`src/rtl/ffir_pkg.sv`:
```
// ----------------------------------------------------------------------------
// ffir_pkg: shared types and constants of the framed FIR filter
// Widths, frame length, the Q16 coefficient table and the pipeline control
// bundle used by every stage.
// ----------------------------------------------------------------------------
`timescale 1ns / 1ps
`default_nettype none

package ffir_pkg;

  // Sample and frame geometry.
  localparam int SAMPLE_W  = 16;
  localparam int TAPS      = 45;
  localparam int HIST_LEN  = TAPS - 1;
  localparam int FRAME_LEN = 128;
  localparam int POS_W     = (FRAME_LEN > 1) ? $clog2(FRAME_LEN) : 1;

  // Arithmetic widths. The coefficient table is symmetric, so mirrored taps
  // are added before the multiply and only NPAIR products are formed.
  localparam int COEF_W    = 16;
  localparam int PRE_W     = SAMPLE_W + 1;
  localparam int PROD_W    = PRE_W + COEF_W;
  localparam int NPAIR     = (TAPS + 1) / 2;
  localparam int GRP       = 4;
  localparam int NGRP      = (NPAIR + GRP - 1) / GRP;
  localparam int ACC_W     = 40;
  localparam int DIV_SHIFT = 16;
  localparam int QUOT_W    = ACC_W - DIV_SHIFT;

  typedef logic signed [SAMPLE_W-1:0] sample_t;
  typedef logic signed [COEF_W-1:0]   coef_t;
  typedef logic signed [PRE_W-1:0]    pre_t;
  typedef logic signed [PROD_W-1:0]   prod_t;
  typedef logic signed [ACC_W-1:0]    acc_t;
  typedef logic signed [QUOT_W-1:0]   quot_t;

  // Low-pass coefficients in Q16 (65536 is 1.0), symmetric about the middle tap.
  localparam coef_t COEF_Q16 [TAPS] = '{
       16'sd1705,   -16'sd186,   -16'sd754,  -16'sd1543,  -16'sd2337,
      -16'sd2901,  -16'sd3074,  -16'sd2835,  -16'sd2325,  -16'sd1815,
      -16'sd1606,  -16'sd1898,  -16'sd2691,  -16'sd3736,  -16'sd4575,
      -16'sd4676,  -16'sd3609,  -16'sd1216,   16'sd2289,   16'sd6330,
      16'sd10103,  16'sd12782,  16'sd13750,  16'sd12782,  16'sd10103,
       16'sd6330,   16'sd2289,  -16'sd1216,  -16'sd3609,  -16'sd4676,
      -16'sd4575,  -16'sd3736,  -16'sd2691,  -16'sd1898,  -16'sd1606,
      -16'sd1815,  -16'sd2325,  -16'sd2835,  -16'sd3074,  -16'sd2901,
      -16'sd2337,  -16'sd1543,   -16'sd754,   -16'sd186,   16'sd1705
  };

  // Pipeline control: adv moves every stage, take marks an accepted sample.
  typedef struct packed {
    logic adv;
    logic take;
  } ffir_ctl_t;

endpackage

`default_nettype wire

```
`src/rtl/ffir_window.sv`:
```
// ----------------------------------------------------------------------------
// ffir_window: delay line, frame counter and symmetric pre-add stage
// Holds the earlier samples of the current frame, clears them at each frame
// start and registers the sums of mirrored taps.
// ----------------------------------------------------------------------------
`timescale 1ns / 1ps
`default_nettype none

module ffir_window (
  input  logic                clk,
  input  logic                rst_n,
  input  ffir_pkg::ffir_ctl_t ctl,
  input  ffir_pkg::sample_t   in_sample,
  output ffir_pkg::pre_t      pre_r [ffir_pkg::NPAIR]
);
  import ffir_pkg::*;

  logic [POS_W-1:0] pos_r;
  logic [POS_W-1:0] pos_nxt;
  logic             frame_start;
  sample_t          hist_r   [HIST_LEN];
  sample_t          hist_nxt [HIST_LEN];
  sample_t          taps     [TAPS];
  pre_t             pre_nxt  [NPAIR];

  // The history counts as zero when the sample opens a new frame.
  assign frame_start = (pos_r == '0);
  assign pos_nxt     = (pos_r == POS_W'(FRAME_LEN - 1)) ? '0 : pos_r + 1'b1;

  // Tap values seen by this sample, and the shifted delay line.
  always_comb begin
    taps[0] = in_sample;
    for (int k = 1; k < TAPS; k++) begin
      taps[k] = frame_start ? '0 : hist_r[k-1];
    end
    for (int k = 0; k < HIST_LEN; k++) begin
      hist_nxt[k] = taps[k];
    end
  end

  // Mirrored taps share one coefficient; the middle tap stands alone.
  always_comb begin
    for (int p = 0; p < NPAIR; p++) begin
      if (p == TAPS - 1 - p) begin
        pre_nxt[p] = PRE_W'(taps[p]);
      end else begin
        pre_nxt[p] = PRE_W'(taps[p]) + PRE_W'(taps[TAPS-1-p]);
      end
    end
  end

  // Frame position and delay line move only on an accepted transaction.
  always_ff @(posedge clk) begin
    if (!rst_n) begin
      pos_r <= '0;
      for (int k = 0; k < HIST_LEN; k++) begin
        hist_r[k] <= '0;
      end
    end else if (ctl.take) begin
      pos_r  <= pos_nxt;
      hist_r <= hist_nxt;
    end
  end

  // Pre-add register.
  always_ff @(posedge clk) begin
    if (ctl.adv) begin
      pre_r <= pre_nxt;
    end
  end

endmodule

`default_nettype wire

```
`config.mk`:
```
export PLATFORM = sky130hd
export DESIGN_NAME = ffir_window
export DESIGN_NICKNAME = d
export VERILOG_FILES = /design/src/rtl/ffir_pkg.sv /design/src/rtl/ffir_window.sv
export SDC_FILE = /design/constraint.sdc
export NUM_CORES = 2
export LEC_CHECK = 0
export BUFFER_PORTS_ARGS = -buffer_cell sky130_fd_sc_hd__buf_2
export CAP_MARGIN = 20
export CORE_ASPECT_RATIO = 1.25
export CORE_MARGIN = 5
export CORE_UTILIZATION = 55
export CTS_BUF_LIST = sky130_fd_sc_hd__clkbuf_16
export DETAILED_ROUTE_END_ITERATION = 8
export PLACE_DENSITY = 0.76
export SLEW_MARGIN = 10
export SYNTH_ARGS = -nofsm -noshare
export SYNTH_HDL_FRONTEND = slang
export SYNTH_SLANG_ARGS = --single-unit
```
`constraint.sdc`:
```
create_clock -name clk -period 3.34 [get_ports clk]
set_clock_uncertainty 0.1 [all_clocks]
set_input_delay 0.334 -clock clk [delete_from_list [all_inputs] [get_ports clk]]
set_output_delay 0.334 -clock clk [all_outputs]
set_load 0.02 [all_outputs]
```
==> run metrics <==
HPWL Detailed 122000 um; utilization after layout 69.5%; CP max FO 21; die height 378 um; Max Slew Vio Count 0; Syn-to-layout area delta 26.0%; Vias 48300; Synth Flop Type dfxtp_1; Leak 32.3 nW; Multi-input gate area 0.0333 mm2; Synth Cell Area 0.0596 mm2; Max clock buf depth 3; compound-gate portion of the synthesized area 17.5%; area of the core 0.108 mm2; multiplexer share of the synthesized area 0.472%; fill count 8358; fmax 0.277 GHz; Worst Path Class, Setup reg2reg; main combinational cell family by area after synthesis simple AND/OR/NAND/NOR gates; cell area power density 391 mW/mm2; Top Ports 411; Reg area 0.0259 mm2; count leader, synth nand2_1; status finished, violations left; starting density of the core 55.2%; ys async rst share 0%; # H-tree levels 3; Post-Syn Instances 6325; GP Congestion 0.951; Die Area 0.115 mm2; VDD IR max 0.421 mV; Total Routed Length 169000 um; post-layout min period 3600 ps; Mapped Avg Cell Area 9.43 um2; clk sinks 1101; CP Launch Type register; Clk Latency, worst-skew pair 710 ps; top post-synthesis cells by area dfxtp_1, edfxtp_1, a21boi_0; fin crit share 108%; Switching Share 23.5%; Crit. End Element register; violated checks setup timing; WP data required 3800 ps; initial antenna violation count 7; Hold WC Path Type in2reg; Clock power frac 44.9%; XOR/XNOR Fraction of Synth Area 4.07%; CTS tree built; Port Buf Inserts 410; Synth top area share 23.9%; Post-synth top cells nand2_1, dfxtp_1, and2_1; TritonCTS buffer count 112; # setup viols final 145; Slew Limit Headroom 50.3%; total grt overflow 0; diode count 0; # DRC 0; worst slew pin tran 745 ps; sw power 6.90 mW; ANT nets after route 0; clk slew on worst S/H paths 70 ps; endpoints failing hold 0; syn nets 6721; adder and majority gate portion of the synthesized area 8.17%; Max-Cap Viols 0; Post-synth EDFFs 390; drt pass-1 iters 6; share of power burned in registers 48.1%; dominant cell type by area after synthesis dfxtp_1; via/cell ratio 5.38; Int Pwr 22.5 mW; Synth cell types 82; GRT Overall Usage 28.1%; Synth Area in Simple Gates 23.4%; sequential cell area fraction in the yosys report 43.5%; share of cells above drive strength 1 24.1%; Crit path arrival time 4070 ps; vias in the first global route 48800; Routed WL per cell 18.8 um; #FFs+latches synth 1101; post-route setup slack -264 ps; Post-layout nets 7838; pre-CTS setup slack -361 ps; Yosys warnings 0; Clock Root Buffer clkbuf_16; first-pass GRT wire length 262000 um; Comb pwr share 7.0%; DR iter-0 viols 2816; RSZ-0062 raised after global routing true; Die W 305 um; largest net degree at the start of global routing 159; Cell Rows 135
==> worst max-delay path, stage by stage (launching register included) <==
cell and delay (ps):
dfxtp_2 330, nor4_4 270, nand3b_1 180, buf_8 210, buf_4 210, and2_1 200, ha_1 230, fa_1 390
a21o_1 190, a21oi_2 190, o21bai_1 100, a21oi_2 250, o21ai_2 100, or4_1 400, nand4_1 100
==> sequential cells by signal, summed over array words and instances, names as in the netlist <==
name / cells
hist_r: 704
pos_r: 7
pre_r: 390
==> layer usage <==
metal	GRT usage [%]	share of wire (%)	routed length [um]	vias to the layer above
met5	0	0	0	-
met4	13.4	5.2	8790	0
met3	3.75	4.5	7540	381
met2	50.4	50	83600	1150
met1	33.5	41	69000	22900
li1	-	-	-	23900
==> timing repair <==
action / in CTS / in global routing
buffers inserted: 21 / 7
resized for setup: 193 / 100
pin swaps: 75 / 45
endpoints found under the hold margin: 36 / 0
cloned: 11 / 1
setup endpoints to repair: 178 / 207
hold buffers: 17 / 0
==> metrics by stage <==
step	setup TNS, ps	total power [mW]	area (um2)	std cells	hold slack (ps)
after global routing	-38130	30.3	75200	8979	74.1
after floorplan	-161	15.5	59900	6325	344
after global placement	-21180	16.2	69200	8709	355
after detailed placement	-26100	16.2	69200	8709	357
after CTS	-13230	29.6	74600	8971	32.6
final	-14590	29.4	75200	8979	49.7
==> cell families after synthesis <==
kind of cell,after synthesis
flip-flops,1101
AND/OR/NAND/NOR,2623
XOR/XNOR,277
adder cells (fa/ha/maj),376
buffers and inverters,443
AO/OA/AOI/OAI,1477
multiplexers,28
==> area by class of cell <==
cell class / count / share of cell area [%]
inverter: 108 / 0.539
tap: 1438 / 2.39
clock inverter: 90 / 1.07
timing repair buffer: 1338 / 13.1
clock buffer: 123 / 4.10
sequential: 1101 / 34.5
multi-input combinational: 4781 / 44.3
==> cell usage in the layout (no fill, tap or decap), types with 13 or more instances in the layout <==
master	synthesis	final
a21boi_0	679	678
a21boi_1	14	15
a21o_1	139	138
a21oi_1	250	173
a21oi_2	12	87
a31oi_1	27	18
and2_1	709	652
and2_4	0	53
and3_1	27	27
buf_12	0	28
buf_2	76	407
buf_4	1	861
bufinv_16	0	13
clkbuf_16	0	124
clkinv_2	0	30
dfxtp_1	711	709
dlygate4sd3_1	0	17
edfxtp_1	390	390
fa_2	0	17
ha_1	354	316
ha_4	0	30
inv_1	108	123
mux2i_1	27	27
nand2_1	802	800
nand2b_1	708	707
nand3_1	40	39
nand4_1	32	32
nor2_1	161	157
nor2b_1	41	40
nor3_1	50	47
o211ai_1	21	21
o21a_1	25	25
o21ai_0	93	71
o21ai_1	10	19
o21ai_2	1	13
o21bai_1	65	59
xnor2_1	176	171
xor2_1	101	101
==> power groups by stage <==
stage / Combinational [mW] / Sequential [mW] / Clock, mW
2_1_floorplan: 0.855 / 14.6 / 0
3_3_place_gp: 1.75 / 14.4 / 0
3_5_place_dp: 1.77 / 14.4 / 0
4_1_cts: 2.02 / 14.1 / 13.4
5_1_grt: 2.17 / 14.1 / 14.0
6_report: 2.05 / 14.1 / 13.2
==> final timing paths <==
path	startpoint	endpoint	slack (ps)	depth (start not counted)
worst min-delay path	rst_n	hist_r[617]	50	2
worst min register to register	hist_r[488]	hist_r[488]	360	2
worst max-delay path	pos_r[6]	pre_r[316]	-260	14
worst max register to register	pos_r[6]	pre_r[316]	-260	14
Note: power is estimated with default switching activity, not from simulation.
