$ cat config.mk
export PLATFORM = sky130hd
export DESIGN_NAME = ffir_sat
export DESIGN_NICKNAME = d
export VERILOG_FILES = /design/src/rtl/ffir_pkg.sv /design/src/rtl/ffir_sat.sv
export SDC_FILE = /design/constraint.sdc
export NUM_CORES = 1
export LEC_CHECK = 0
export BUFFER_PORTS_ARGS = -buffer_cell sky130_fd_sc_hd__buf_4
export CORE_MARGIN = 4
export CORE_UTILIZATION = 49
export CTS_BUF_LIST = sky130_fd_sc_hd__clkbuf_4 sky130_fd_sc_hd__clkbuf_8
export DETAILED_ROUTE_END_ITERATION = 10
export GPL_ROUTABILITY_DRIVEN = 0
export PLACE_DENSITY = 0.81
export SYNTH_ARGS = -nofsm -noshare
export SYNTH_HDL_FRONTEND = slang
export SYNTH_SLANG_ARGS = --single-unit
$ cat constraint.sdc
create_clock -name clk -period 3 [get_ports clk]
set_input_delay 0.6 -clock clk [delete_from_list [all_inputs] [get_ports clk]]
set_output_delay 0.6 -clock clk [all_outputs]
set_load 0.01 [all_outputs]
$ cat src/rtl/ffir_pkg.sv
// ----------------------------------------------------------------------------
// ffir_pkg: shared types and constants of the framed FIR filter
// Widths, frame length, the Q16 coefficient table and the pipeline control
// bundle used by every stage.
// ----------------------------------------------------------------------------
`timescale 1ns / 1ps
`default_nettype none

package ffir_pkg;

  // Sample and frame geometry.
  localparam int SAMPLE_W  = 16;
  localparam int TAPS      = 45;
  localparam int HIST_LEN  = TAPS - 1;
  localparam int FRAME_LEN = 128;
  localparam int POS_W     = (FRAME_LEN > 1) ? $clog2(FRAME_LEN) : 1;

  // Arithmetic widths. The coefficient table is symmetric, so mirrored taps
  // are added before the multiply and only NPAIR products are formed.
  localparam int COEF_W    = 16;
  localparam int PRE_W     = SAMPLE_W + 1;
  localparam int PROD_W    = PRE_W + COEF_W;
  localparam int NPAIR     = (TAPS + 1) / 2;
  localparam int GRP       = 4;
  localparam int NGRP      = (NPAIR + GRP - 1) / GRP;
  localparam int ACC_W     = 40;
  localparam int DIV_SHIFT = 16;
  localparam int QUOT_W    = ACC_W - DIV_SHIFT;

  typedef logic signed [SAMPLE_W-1:0] sample_t;
  typedef logic signed [COEF_W-1:0]   coef_t;
  typedef logic signed [PRE_W-1:0]    pre_t;
  typedef logic signed [PROD_W-1:0]   prod_t;
  typedef logic signed [ACC_W-1:0]    acc_t;
  typedef logic signed [QUOT_W-1:0]   quot_t;

  // Low-pass coefficients in Q16 (65536 is 1.0), symmetric about the middle tap.
  localparam coef_t COEF_Q16 [TAPS] = '{
       16'sd1705,   -16'sd186,   -16'sd754,  -16'sd1543,  -16'sd2337,
      -16'sd2901,  -16'sd3074,  -16'sd2835,  -16'sd2325,  -16'sd1815,
      -16'sd1606,  -16'sd1898,  -16'sd2691,  -16'sd3736,  -16'sd4575,
      -16'sd4676,  -16'sd3609,  -16'sd1216,   16'sd2289,   16'sd6330,
      16'sd10103,  16'sd12782,  16'sd13750,  16'sd12782,  16'sd10103,
       16'sd6330,   16'sd2289,  -16'sd1216,  -16'sd3609,  -16'sd4676,
      -16'sd4575,  -16'sd3736,  -16'sd2691,  -16'sd1898,  -16'sd1606,
      -16'sd1815,  -16'sd2325,  -16'sd2835,  -16'sd3074,  -16'sd2901,
      -16'sd2337,  -16'sd1543,   -16'sd754,   -16'sd186,   16'sd1705
  };

  // Pipeline control: adv moves every stage, take marks an accepted sample.
  typedef struct packed {
    logic adv;
    logic take;
  } ffir_ctl_t;

endpackage

`default_nettype wire

$ cat src/rtl/ffir_sat.sv
// ----------------------------------------------------------------------------
// ffir_sat: Q16 scaling and saturation
// Divides the sum by 65536 with truncation toward zero and clamps the
// quotient to the signed sample range in the result register.
// ----------------------------------------------------------------------------
`timescale 1ns / 1ps
`default_nettype none

module ffir_sat (
  input  logic                clk,
  input  ffir_pkg::ffir_ctl_t ctl,
  input  ffir_pkg::acc_t      sum_r,
  output ffir_pkg::sample_t   sample_r
);
  import ffir_pkg::*;

  localparam acc_t  BIAS    = ACC_W'((1 << DIV_SHIFT) - 1);
  localparam quot_t SAT_MAX = QUOT_W'((1 << (SAMPLE_W - 1)) - 1);
  localparam quot_t SAT_MIN = -QUOT_W'(1 << (SAMPLE_W - 1));

  acc_t    biased;
  quot_t   quot;
  sample_t sample_nxt;

  // A negative sum is biased up before the shift so the quotient rounds
  // toward zero rather than toward minus infinity.
  always_comb begin
    biased = sum_r + (sum_r[ACC_W-1] ? BIAS : '0);
    quot   = signed'(biased[ACC_W-1:DIV_SHIFT]);
    if (quot > SAT_MAX) begin
      sample_nxt = SAMPLE_W'(SAT_MAX);
    end else if (quot < SAT_MIN) begin
      sample_nxt = SAMPLE_W'(SAT_MIN);
    end else begin
      sample_nxt = quot[SAMPLE_W-1:0];
    end
  end

  // Result register.
  always_ff @(posedge clk) begin
    if (ctl.adv) begin
      sample_r <= sample_nxt;
    end
  end

endmodule

`default_nettype wire

==> run_summary.xml <==
<?xml version="1.0" encoding="UTF-8"?>
<metrics>
  <group name="global_route">
    <metric name="grt_pass1_wl" unit="mm">5.33</metric>
    <metric name="number_of_antenna_violations_at_the_first_check_in_global_routing" unit="">0</metric>
    <metric name="global_route.usage.met2" unit="%">38.3</metric>
    <metric name="vias_in_the_first_global_route" unit="">1292</metric>
    <metric name="grtUsageMet1" unit="%">18.4</metric>
    <metric name="globalRouteOverflowTotal" unit="">0</metric>
    <metric name="globalRoute.busiestLayer" unit="">met2</metric>
    <metric name="use_met3" unit="%">2.38</metric>
    <metric name="groute.usage.overall" unit="%">19.4</metric>
    <metric name="largest_net_degree_at_the_start_of_global_routing" unit="">18</metric>
  </group>
  <group name="status">
    <metric name="run_status" unit="">complete, no violations</metric>
  </group>
  <group name="worst_setup_path">
    <metric name="critPathArrivalTime" unit="ns">2.94</metric>
    <metric name="worst_path_most_repeated_cell" unit="">buf_4</metric>
    <metric name="cp_slowest_cell" unit="">nor3_1</metric>
    <metric name="crit_path_max_fanout" unit="">17</metric>
    <metric name="crit_required" unit="ns">3.10</metric>
    <metric name="timing_worst_setup_path_type" unit="">primary input to flop</metric>
    <metric name="critPathLaunchType" unit="">primary input</metric>
    <metric name="worstPathCellList" unit="">buf_4 &gt; ha_1 &gt; nand4_1 &gt; nor3_1 &gt; o32ai_2 &gt; buf_4 &gt; a2111oi_4 &gt; o21ai_1 &gt; a22o_2 &gt; o21ai_0</metric>
    <metric name="timing.critical_path.to_type" unit="">flop</metric>
    <metric name="critPathMaxStageDelay" unit="ns">0.36</metric>
    <metric name="cp_num_buf_inv" unit="">2</metric>
    <metric name="cpLargestDelayFamily" unit="">compound AO/OA/AOI/OAI gates</metric>
  </group>
  <group name="min_path">
    <metric name="worstHoldEndpoint" unit="">sample_r[8]</metric>
    <metric name="worstHoldPathCells" unit="">1</metric>
    <metric name="hold_path_class" unit="">primary input to flop</metric>
    <metric name="startpoint_of_the_tightest_hold_check_path" unit="">ctl[1]</metric>
  </group>
  <group name="synthesis">
    <metric name="synth_area_per_cell" unit="µm²">10.1</metric>
    <metric name="synth.yosys.seq_area_share" unit="%">36.3</metric>
    <metric name="synth-async-reset-ratio" unit="%">0</metric>
    <metric name="synth_nets" unit="">189</metric>
    <metric name="synth_ff_type" unit="">edfxtp_1</metric>
    <metric name="area_share_of_the_leading_cell_type_in_the_synthesized_netlist" unit="%">36.3</metric>
    <metric name="seq_cells_post_synth" unit="">16</metric>
    <metric name="number_of_enable_flip_flop_cells_after_synthesis" unit="">16</metric>
    <metric name="synth.cells.most_frequent" unit="">edfxtp_1, o21ai_0, ha_1</metric>
    <metric name="synth_cells" unit="">131</metric>
    <metric name="synth_top_area_cell" unit="">edfxtp_1</metric>
    <metric name="yosys_warnings" unit="">0</metric>
    <metric name="post_synth_design_cell_area" unit="µm²">1330</metric>
    <metric name="ys_types" unit="">31</metric>
    <metric name="yosys-top-cells-area" unit="">edfxtp_1, ha_1, o21ai_0, xor2_1, nand3_1</metric>
  </group>
  <group name="place">
    <metric name="post-dp-hpwl" unit="mm">2.81</metric>
    <metric name="preCtsSetupSlack" unit="ns">-0.267</metric>
    <metric name="placed_area" unit="µm²">1810</metric>
    <metric name="buffer_ports.inserted" unit="">57</metric>
    <metric name="dpl.cell_count" unit="">221</metric>
  </group>
  <group name="floorplan">
    <metric name="die_x" unit="µm">60</metric>
    <metric name="floorplan_core_area" unit="µm²">2520</metric>
    <metric name="floorplan.die_area" unit="µm²">3600</metric>
    <metric name="num_io_pins" unit="">59</metric>
    <metric name="placementRows" unit="">18</metric>
    <metric name="fp.dieH" unit="µm">60</metric>
    <metric name="floorplan.initialDensity" unit="%">52.5</metric>
  </group>
  <group name="layout">
    <metric name="stdcell_area" unit="µm²">1840</metric>
    <metric name="finalCoreUtilization" unit="%">73.0</metric>
    <metric name="area_delta_synth_final" unit="%">38.9</metric>
    <metric name="num_antenna_cells" unit="">0</metric>
    <metric name="instances_no_fill" unit="">225</metric>
    <metric name="biggest_register" unit="">sample_r</metric>
    <metric name="final_layout_size_suffix_gt1_share" unit="%">37.9</metric>
    <metric name="largest_register_ff_count" unit="">16</metric>
    <metric name="design.final.nets" unit="">254</metric>
    <metric name="top_regs" unit="">sample_r x16</metric>
    <metric name="layout.filler_cells" unit="">187</metric>
  </group>
  <group name="timing">
    <metric name="setup-violations-final" unit="">0</metric>
    <metric name="rsz0062_at_grt" unit="">no</metric>
    <metric name="achievable-frequency" unit="MHz">352</metric>
    <metric name="pins_over_slew_limit" unit="">0</metric>
    <metric name="shortest_clock_period_the_worst_path_allows_after_layout" unit="ns">2.84</metric>
    <metric name="final_hold_violation_count" unit="">0</metric>
    <metric name="worst_slack" unit="ns">0.156</metric>
    <metric name="worst_pin_slew" unit="ns">0.583</metric>
    <metric name="tns" unit="ns">0</metric>
    <metric name="relSlewSlack" unit="%">61.1</metric>
    <metric name="min_period_over_period" unit="%">94.8</metric>
    <metric name="hold-worst-slack" unit="ns">0.683</metric>
  </group>
  <group name="drt">
    <metric name="drcViolationCount" unit="">0</metric>
    <metric name="antenna_violating_nets_left" unit="">0</metric>
    <metric name="initialDrtViolationCount" unit="">24</metric>
    <metric name="post_drt_via_cell_ratio" unit="">5.77</metric>
    <metric name="first_pass_iters" unit="">4</metric>
    <metric name="route.final.wire_length" unit="mm">3.44</metric>
    <metric name="num_vias" unit="">1298</metric>
    <metric name="detail_route.wl_per_cell" unit="µm">15.3</metric>
  </group>
  <group name="clocking">
    <metric name="cts_tree" unit="">yes</metric>
    <metric name="cts.clk_slew.worst_paths" unit="ns">0.09</metric>
    <metric name="cts_inserted_buffers" unit="">3</metric>
    <metric name="cts_htree_levels" unit="">1</metric>
    <metric name="ctsRootBufferMaster" unit="">clkbuf_4</metric>
    <metric name="postCtsSetupRepairBufs" unit="">0</metric>
    <metric name="cts_num_sinks" unit="">16</metric>
    <metric name="postCtsHoldBufs" unit="">0</metric>
    <metric name="bufs_on_longest_clock_path" unit="">2</metric>
  </group>
  <group name="power_and_ir_drop">
    <metric name="vdd_ir_drop_max" unit="mV">0.286</metric>
    <metric name="cellPowerDensity" unit="nW/µm²">318</metric>
    <metric name="power.leakage" unit="nW">0.784</metric>
    <metric name="fin_total_pwr" unit="µW">585</metric>
  </group>
  <group name="run">
    <metric name="max-cap-violations" unit="">0</metric>
  </group>
</metrics>
logic make-up (layout without fill, tap and decap cells):
group,count (synthesis),after routing,share of synthesized area [%]
simple gates,45,45,18.3
xor+xnor,15,15,9.92
flops,16,16,36.3
fa+ha+maj,15,15,14.2
buf+inv,6,70,3.02
compound gates,34,34,18.3
report_power, final:
part	internal (mW)	leakage (nW)	switching (mW)
Clock	0.0484	0.0154	0.0660
Sequential	0.269	0.158	0.00576
Combinational	0.102	0.611	0.0944
Total	0.419	0.784	0.166
worst max path at each step:
stage	startpoint	endpoint	slack [ns]	cells past startpoint
6_report	sum_r[39]	sample_r[7]	0.16	10
5_1_grt	sum_r[39]	sample_r[7]	0.07	10
4_1_cts	sum_r[39]	sample_r[13]	0.05	9
3_5_place_dp	sum_r[39]	sample_r[13]	-0.27	9
3_3_place_gp	sum_r[39]	sample_r[13]	-0.14	9
2_1_floorplan	sum_r[15]	sample_r[11]	0.35	9
metal layers:
metal | routed length [µm] | part of all wire (%)
met5 | 0 | 0
met4 | 109 | 3.2
met3 | 239 | 6.9
met2 | 1820 | 53
met1 | 1270 | 37
layout make-up:
cell class,instances,area (µm²),share of cell area (%)
Inverter,2,7.51,0.408
Multi-Input combinational cell,109,808,43.9
Sequential cell,16,480,26.1
Clock inverter,1,3.75,0.204
Tap cell,30,37.5,2.04
Timing Repair Buffer,64,480,26.1
Clock buffer,3,22.5,1.22
what timing repair did:
item | 4_1_cts | 5_1_grt
endpoints found under the setup margin | 0 | 11
resized for setup | 0 | 1
hold endpoints to repair | 0 | 0
cell usage in the layout, fill, tap and decap left out, types with 2 or more instances in the layout:
cell	n
edfxtp_1	16
o21ai_0	16
xor2_1	9
a21oi_1	4
a21o_1	2
buf_4	64
and3_1	5
and4_1	2
nand3_1	11
nor2_1	6
nand2_1	8
nor3_1	5
xnor2_1	6
ha_1	15
clkbuf_4	3
nand4_1	5
inv_1	2
(Power assumes the default switching activity.)
